<file path="src/b2da_pkg.sv">
// shared constants and digit helpers for the binary to decimal ascii converter
package b2da_pkg;

    localparam int VALUE_W   = 64;
    localparam int DIGITS    = 20;
    localparam int BCD_W     = 4 * DIGITS;
    localparam int CHAR_W    = 6;
    localparam int BIT_CNT_W = $clog2(VALUE_W);
    localparam int REM_W     = $clog2(DIGITS + 1);

    // ascii '0' in the six bits of the result field
    localparam logic [CHAR_W-1:0] ASCII_ZERO = CHAR_W'(48);
    localparam logic [3:0]        DEC_HALF   = 4'd5;
    localparam logic [3:0]        DEC_ADJ    = 4'd3;

    // add-3 correction of one bcd digit before it is doubled
    function automatic logic [3:0] bcd_adjust(input logic [3:0] d);
        logic [3:0] r;
        r = (d >= DEC_HALF) ? (d + DEC_ADJ) : d;
        return r;
    endfunction

endpackage

</file>
<file path="src/binary_to_decimal_ascii_top.sv">
// binary to decimal ascii converter: shift-add-3 sequencer and digit output stage
//
//  channel | ports                                  | direction | carries
//  --------+----------------------------------------+-----------+-------------------------
//  s_      | s_valid s_ready s_value[63:0]          | in        | one number per request
//  m_      | m_valid m_ready m_digit_char[5:0]      | out       | one ascii digit per request
//          | m_last_digit                           |           | set on the final digit
//
//  a number is accepted, then shifted through the shared shift-add-3 unit in 64 steps (one input
//  bit per cycle), then its leading zeros are dropped, and then its digits leave one by one,
//  most significant first
//  s_ready is high only while the sequencer is idle; the output register lets the last
//  digit wait for the sink while the next number is already taken in
//  a stalled sink holds the digit in the output register and pauses the digit phase
//  aresetn is synchronous, active low, and clears the sequencer and output valid
module binary_to_decimal_ascii_top
    import b2da_pkg::*;
(
    input  logic                 aclk,
    input  logic                 aresetn,
    input  logic                 s_valid,
    output logic                 s_ready,
    input  logic [VALUE_W-1:0]   s_value,
    output logic                 m_valid,
    input  logic                 m_ready,
    output logic [CHAR_W-1:0]    m_digit_char,
    output logic                 m_last_digit
);

    typedef enum logic [1:0] {
        ST_IDLE,
        ST_CONV,
        ST_SKIP,
        ST_EMIT
    } state_t;

    state_t                state_reg;
    logic [VALUE_W-1:0]    val_reg;      // input bits still to be shifted in, msb first
    logic [BCD_W-1:0]      bcd_reg;      // 20 bcd digits, most significant on top
    logic [BIT_CNT_W-1:0]  bit_cnt_reg;  // conversion steps left minus one
    logic [REM_W-1:0]      remain_reg;   // digits still to leave, leading zeros included
    logic                  m_valid_reg;
    logic [CHAR_W-1:0]     m_digit_char_reg;
    logic                  m_last_digit_reg;

    logic [BCD_W-1:0]      bcd_adj;
    logic [BCD_W-1:0]      bcd_step;
    logic [3:0]            top_digit;
    logic                  out_free;

    // shared unit: add-3 on every digit, then shift the next input bit in
    always_comb begin
        for (int i = 0; i < DIGITS; i++) begin
            bcd_adj[4*i +: 4] = bcd_adjust(bcd_reg[4*i +: 4]);
        end
        bcd_step = {bcd_adj[BCD_W-2:0], val_reg[VALUE_W-1]};
    end

    assign top_digit = bcd_reg[BCD_W-1 -: 4];
    // the output register can take a digit when empty or being drained
    assign out_free  = !m_valid_reg || m_ready;

    always_ff @(posedge aclk) begin
        if (!aresetn) begin
            state_reg   <= ST_IDLE;
            bit_cnt_reg <= '0;
            remain_reg  <= '0;
            m_valid_reg <= 1'b0;
        end else begin
            // outside the digit phase a drained digit empties the output register
            if (m_valid_reg && m_ready && state_reg != ST_EMIT) begin
                m_valid_reg <= 1'b0;
            end
            case (state_reg)
                ST_IDLE: begin
                    if (s_valid) begin
                        val_reg     <= s_value;
                        bcd_reg     <= '0;
                        bit_cnt_reg <= BIT_CNT_W'(VALUE_W - 1);
                        state_reg   <= ST_CONV;
                    end
                end
                ST_CONV: begin
                    val_reg <= {val_reg[VALUE_W-2:0], 1'b0};
                    bcd_reg <= bcd_step;
                    if (bit_cnt_reg == '0) begin
                        remain_reg <= REM_W'(DIGITS);
                        state_reg  <= ST_SKIP;
                    end else begin
                        bit_cnt_reg <= bit_cnt_reg - 1'b1;
                    end
                end
                ST_SKIP: begin
                    // drop leading zeros but always keep the units digit
                    if (top_digit == 4'd0 && remain_reg > REM_W'(1)) begin
                        bcd_reg    <= {bcd_reg[BCD_W-5:0], 4'd0};
                        remain_reg <= remain_reg - 1'b1;
                    end else begin
                        state_reg <= ST_EMIT;
                    end
                end
                ST_EMIT: begin
                    if (out_free) begin
                        m_valid_reg      <= 1'b1;
                        m_digit_char_reg <= ASCII_ZERO + {{(CHAR_W-4){1'b0}}, top_digit};
                        m_last_digit_reg <= (remain_reg == REM_W'(1));
                        bcd_reg          <= {bcd_reg[BCD_W-5:0], 4'd0};
                        remain_reg       <= remain_reg - 1'b1;
                        if (remain_reg == REM_W'(1)) begin
                            state_reg <= ST_IDLE;
                        end
                    end
                end
                default: begin
                    state_reg <= ST_IDLE;
                end
            endcase
        end
    end

    assign s_ready      = (state_reg == ST_IDLE);
    assign m_valid      = m_valid_reg;
    assign m_digit_char = m_digit_char_reg;
    assign m_last_digit = m_last_digit_reg;

    // an accepted number starts a full 64-step conversion
    a_start_conv: assert property (@(posedge aclk) disable iff (!aresetn)
        s_valid && s_ready |=> state_reg == ST_CONV && bit_cnt_reg == BIT_CNT_W'(VALUE_W - 1))
        else $error("conversion did not start after accept");

    // the step counter falls by one each conversion cycle
    a_conv_count: assert property (@(posedge aclk) disable iff (!aresetn)
        state_reg == ST_CONV && bit_cnt_reg != '0 |=>
            state_reg == ST_CONV && bit_cnt_reg == $past(bit_cnt_reg) - 1'b1)
        else $error("conversion step counter skipped");

    // the digit count never exceeds the widest number
    a_remain_range: assert property (@(posedge aclk) disable iff (!aresetn)
        state_reg == ST_SKIP || state_reg == ST_EMIT |-> remain_reg <= REM_W'(DIGITS)
            && remain_reg != '0)
        else $error("digit count out of range");

    // every digit leaving is a decimal digit
    a_digit_range: assert property (@(posedge aclk) disable iff (!aresetn)
        m_valid |-> m_digit_char >= ASCII_ZERO && m_digit_char <= ASCII_ZERO + CHAR_W'(9))
        else $error("output digit not decimal");

endmodule

</file>
<file path="config.mk">
export PLATFORM = sky130hd
export DESIGN_NAME = binary_to_decimal_ascii_top
export DESIGN_NICKNAME = d
export VERILOG_FILES = /design/src/b2da_pkg.sv /design/src/binary_to_decimal_ascii_top.sv
export SDC_FILE = /design/constraint.sdc
export NUM_CORES = 1
export LEC_CHECK = 0
export BUFFER_PORTS_ARGS = -buffer_cell sky130_fd_sc_hd__buf_2
export CAP_MARGIN = 20
export CORE_MARGIN = 3
export CORE_UTILIZATION = 44
export CTS_CLUSTER_SIZE = 12
export DETAILED_ROUTE_END_ITERATION = 8
export HOLD_SLACK_MARGIN = 0.05
export SYNTH_ARGS = -nofsm -noshare
export SYNTH_HDL_FRONTEND = slang
export SYNTH_SLANG_ARGS = --single-unit
export TNS_END_PERCENT = 20
</file>
<file path="constraint.sdc">
create_clock -name aclk -period 5.5 [get_ports aclk]
set_input_delay 1.375 -clock aclk [delete_from_list [all_inputs] [get_ports aclk]]
set_output_delay 1.375 -clock aclk [all_outputs]
set_load 0.005 [all_outputs]
</file>
==> After elaboration in Yosys (flattened, before gate mapping) <==
Index checks and enable logic that the tools add are counted.
{ "totals": {"register_bits": 165, "in_bits": 68, "out_inout_bits": 9, "elab_cells": 122} }
{ "classes": {"n_addsub": 23, "n_lt_le_gt_ge": 21, "n_eq_ne": 12, "muxes": 42, "reduce_logical": 16} }
{ "ops": {"columns": ["cell", "count"], "rows": [
  ["80-bit case mux with 4 select lines", 1],
  ["80-bit 2-to-1 mux", 3],
  ["64-bit case mux with 2 select lines", 1],
  ["4-bit by 3-bit greater-or-equal comparator with 1-bit output, second input constant", 20],
  ["4-bit by 2-bit adder with 4-bit output, second input constant", 19],
  ["4-bit 2-to-1 mux", 19],
  ["64-bit 2-to-1 mux", 1],
  ["2-bit != test, second input constant", 8],
  ["5-bit 2-to-1 mux", 3],
  ["5-bit case mux with 3 select lines", 1],
  ["6-bit 2-to-1 mux", 2],
  ["6-bit case mux with 2 select lines", 1],
  ["2-bit 2-to-1 mux", 5],
  ["3-bit AND reduction", 3],
  ["2-bit case mux with 4 select lines", 1],
  ["4-bit AND reduction", 2],
  ["5-bit by 5-bit adder with 6-bit output, first input constant", 1],
  ["6-bit zero test", 1],
  ["6-bit by 1-bit subtractor with 6-bit output, second input constant", 1],
  ["5-bit by 1-bit equality test with 1-bit output, second input constant", 1],
  ["5-bit by 1-bit greater-than comparator with 1-bit output, second input constant", 1],
  ["5-bit AND reduction", 1],
  ["5-bit by 1-bit subtractor with 5-bit output, second input constant", 1],
  ["2-bit equality test, second input constant", 2],
  ["other kinds (11)", 15]
]} }

==> Logic depth before layout (Yosys ltp) <==
{ "depth": {"ltp_word": 5, "ltp_mapped": 8, "mapped_depth_nobuf": 6} }

==> Worst setup path before layout <==
Ideal clock, no wire load.
{ "synth_path": {"path_type": "in2reg", "from": "in m_ready", "to": "reg bcd_reg[0] (enable)", "setup_ps": 448, "t_arrival_ps": 3881, "path_slack_ps": 1171, "cell_stages": 4, "path_buffers": 0, "path_cell_list": "nand3b_1 -> a21boi_1 -> and2_1 -> and3_1"} }
{ "synth_via": {"elab_chain_len": 3} }
{ "synth_rtl": {"columns": ["item", "line_no", "source"], "rows": [
  ["start: declaration", "binary_to_decimal_ascii_top.sv:25", "input logic m_ready,"],
  ["1-bit logical OR", "binary_to_decimal_ascii_top.sv:61", "assign out_free = !m_valid_reg || m_ready;"],
  ["2-bit != test (no source line)", null, null],
  ["4-bit AND reduction (no source line)", null, null],
  ["end signal: assignment", "binary_to_decimal_ascii_top.sv:85", "bcd_reg <= bcd_step;"],
  ["end signal: assignment", "binary_to_decimal_ascii_top.sv:96", "bcd_reg <= {bcd_reg[BCD_W-5:0], 4'd0};"],
  ["end signal: assignment", "binary_to_decimal_ascii_top.sv:107", "bcd_reg <= {bcd_reg[BCD_W-5:0], 4'd0};"],
  ["end: declaration", "binary_to_decimal_ascii_top.sv:39", "logic [BCD_W-1:0] bcd_reg;"]
]} }
No other way between the ends.
A chain may end at the register's enable or synchronous reset.

==> Final worst setup path <==
{ "layout_path": {"from": "reg state_reg[1]", "to": "reg bcd_reg[8] (data pin)"} }
{ "layout_via": {"elab_chain_len": 2, "elab_cells_between_ends": 5, "classes_between": "eq/ne: 3; mux: 1; reduce/logical: 1"} }
{ "layout_rtl": {"columns": ["item", "line_no", "source"], "rows": [
  ["start: declaration", "binary_to_decimal_ascii_top.sv:37", "state_t state_reg;"],
  ["start signal: assignment", "binary_to_decimal_ascii_top.sv:65", "state_reg <= ST_IDLE;"],
  ["start signal: assignment", "binary_to_decimal_ascii_top.sv:80", "state_reg <= ST_CONV;"],
  ["start signal: assignment", "binary_to_decimal_ascii_top.sv:88", "state_reg <= ST_SKIP;"],
  ["2-bit equality test, or another cell as far along", "binary_to_decimal_ascii_top.sv:74", "case (state_reg)"],
  ["80-bit case mux with 4 select lines (*)", "binary_to_decimal_ascii_top.sv:74", null]
]} }
Every way passes the cells marked *; elsewhere a longest branch is shown, timed or not.

==> results.md <==
* CP Max Fanout at 52
* Fin crit share at a little over half
* Leakage at about 3.8 nW
* Root buf cell: clkbuf_16
* Most frequent cells in the layout: edfxtp_1, buf_2, mux2_2
* RSZ-0062 raised after global routing: no
* Die ar. at roughly 22,000 um2
* CTS clock-pin slew for the worst setup and hold paths at 0.07 ns
* Comb pwr share at ~37%
* Syn-to-layout area delta at 14.6%
* Area of the core at slightly below 20,000 um2
* Final min period at roughly 3 ns
* Largest register FFs at 80
* Iter 0 DRT Violations at 229
* Int Power at approximately 0.0036 W
* Setup crit start kind: flip-flop
* Req. time, crit path at about 5.8 ns
* Post-synth top area share at about 50%
* Vias at 6,055
* DRT antenna net count at 0
* Commonest non-fill, non-tap cell in the layout: edfxtp_1
* Clk_skew at approximately 0.008 ns
* Hold WC Path Type: reg -> reg
* Syn_area_per_cell at 12.0 um2
* Share of post-route cells with drive strength above 1 at between 20% and 30%
* Initial antenna violation count at 0
* Max-cap violations at 0
* Row count at just over 50
* VDD IR-drop max at just under 0.3 mV
* Sequential share of power at around two fifths
* Cells after synthesis at approximately 750
* Drt via density at between 5 and 6
* Slew Viols, Final at 0
* Clock power share at between 20% and 30%
* Total grt overflow at 0
* Num ports at a little under 80
* Nets at about 930
* I/O Buffers at 74
* Final Hold Viols at 0
* Final setup fails at 0
* H-tree depth at 4
* Worst-Margin Slew at roughly 0.95 ns
* Largest cells by area after synthesis: edfxtp_1, mux2_2, ha_1, dfxtp_1, a21oi_1
* Rel. slew slack at a little under two fifths
* Post-Route WL at 17,800 um
* Sw Ratio at between 30 and 40%
* Critical Path AT at 3.31 ns
* Number of CTS-inserted buffers at 17
* Final setup TNS at 0 ns
* Postcts setup bufs at 0
* CP Capture Type: flip-flop
* Drt drc at 0
* CTS Sinks at approximately 160
* Finished Core Util at around 52%
* Tot GR Track Use at around 16%
* Hold-fix buffers, CTS at 0
* EDFF count, synth at around 150
* Synth Flop Type: edfxtp_1
* Diodes inserted at 0
* Mapped cell area at between 8000 and 9000 um2
* Warnings, synthesis at 0
* Crit Path Category: reg -> reg
* Vias in the first global route at 6,148
* Sequential share of the synthesized area at a little over half
* DRT Pass-1 Iters at 5
* Worst skew pair latency at ~0.43 ns
* # resized after CTS at 0
* Post-detail-place hpwl at around 12,000 um
* GPL Wtd Cong at roughly 0.83
* CTS tree: done
* Most area-hungry cell type in the Yosys netlist: edfxtp_1
* Pwr Density at about 540 nW/um2
* Fmax at ~330 MHz
* FF+latch count, synth at between 150 and 200
* Async set or reset register ratio after synthesis at 0%
* WL/cell at roughly 16 um
* Initial Utilization at between 40% and 50%
* Global-route wire length before repair at 29,300 um
* Die width at 148 um
* Switch Pwr at slightly below 0.002 W
* Die Y at ~150 um
* Status: finished, final reports clean
* Yosys cell types at between 50 and 60
* Largest net degree at the start of global routing at approximately 80
* Bufs on Longest Clock Path at 2
[metal layers]
metal,global-route usage [%],share of wire (%),vias up
met5,0,0,-
met4,5.36,1.5,0
met3,5.61,6.4,25
met2,26.1,47,127
met1,20.9,45,2943
li1,-,-,2960
[power groups by stage]
stage	clock network, W	logic (W)	registers, W
3_3_place_gp	0	0.00191	0.00219
3_5_place_dp	0	0.00200	0.00221
6_report	0.00131	0.00201	0.00218
4_1_cts	0.00133	0.00200	0.00219
5_1_grt	0.00139	0.00225	0.00224
2_1_floorplan	0	0.00160	0.00213
[synth_stat cells, drive strengths merged (2+ instances only)]
library cell and n:
a211oi 4, a21o 4, a21oi 52, a22o 15
a31oi 9, a41oi 5, and2 3, and3 2
and3b 4, buf 11, clkbuf 20, dfxtp 14
edfxtp 149, ha 49, inv 61, mux2 72
mux2i 14, nand2 25, nand2b 23, nand3b 3
nor2 21, nor2b 4, nor3 11, nor3b 19
o211ai 3, o21a 5, o21ai 36, o21bai 2
o22ai 34, o31ai 4, o32ai 10, o41ai 5
or2 4, or3 4, or4 2, xnor2 20
xor2 6
[worst max-delay path, cell delays in order, from the launching register on]
cell and delay [ns]:
dfxtp_1 0.34, inv_1 0.09, ha_2 0.56, buf_4 0.61, nand2b_2 0.38, buf_4 0.34, o41ai_1 0.38, a22o_1 0.17
[worst paths after layout]
kind,cells after the start,from,endpoint,slack [ns]
min reg2reg,0,bcd_reg[77],m_digit_char[1],0.46
min,0,bcd_reg[77],m_digit_char[1],0.46
max,7,state_reg[1],bcd_reg[8],2.49
max reg2reg,7,state_reg[1],bcd_reg[8],2.49
[cell type report]
class                           count  area [um2]
Tap cell                          265         332
Fill cell                        1662        9480
Sequential cell                   163        4750
Inverter                           61         229
Clock buffer                       17         425
Multi-Input combinational cell    491        3830
Timing Repair Buffer               81         443
Clock inverter                     15         216
[cell families after synthesis]
family | Yosys count | share of synthesized area, %
compound gates | 196 | 14.1
other cells | 1 | 0.0420
simple gates | 132 | 8.56
flops | 163 | 53.2
xor+xnor | 26 | 2.55
fa+ha+maj | 49 | 6.87
mux | 86 | 10.6
buf+inv | 92 | 4.01
[stage by stage]
stage          setup slack, ns  std cells  hold slack (ns)  instance area (um2)  total power [W]
2_1_floorplan             1.17        746            0.426                 8930          0.00373
3_3_place_gp              2.02       1060            0.447                 9570          0.00410
3_5_place_dp              1.99       1060            0.448                 9570          0.00420
4_1_cts                   2.43       1092            0.459                10200          0.00552
5_1_grt                   2.23       1093            0.466                10200          0.00588
6_report                  2.49       1093            0.461                10200          0.00551
Note: power is estimated with default switching activity, not from simulation.
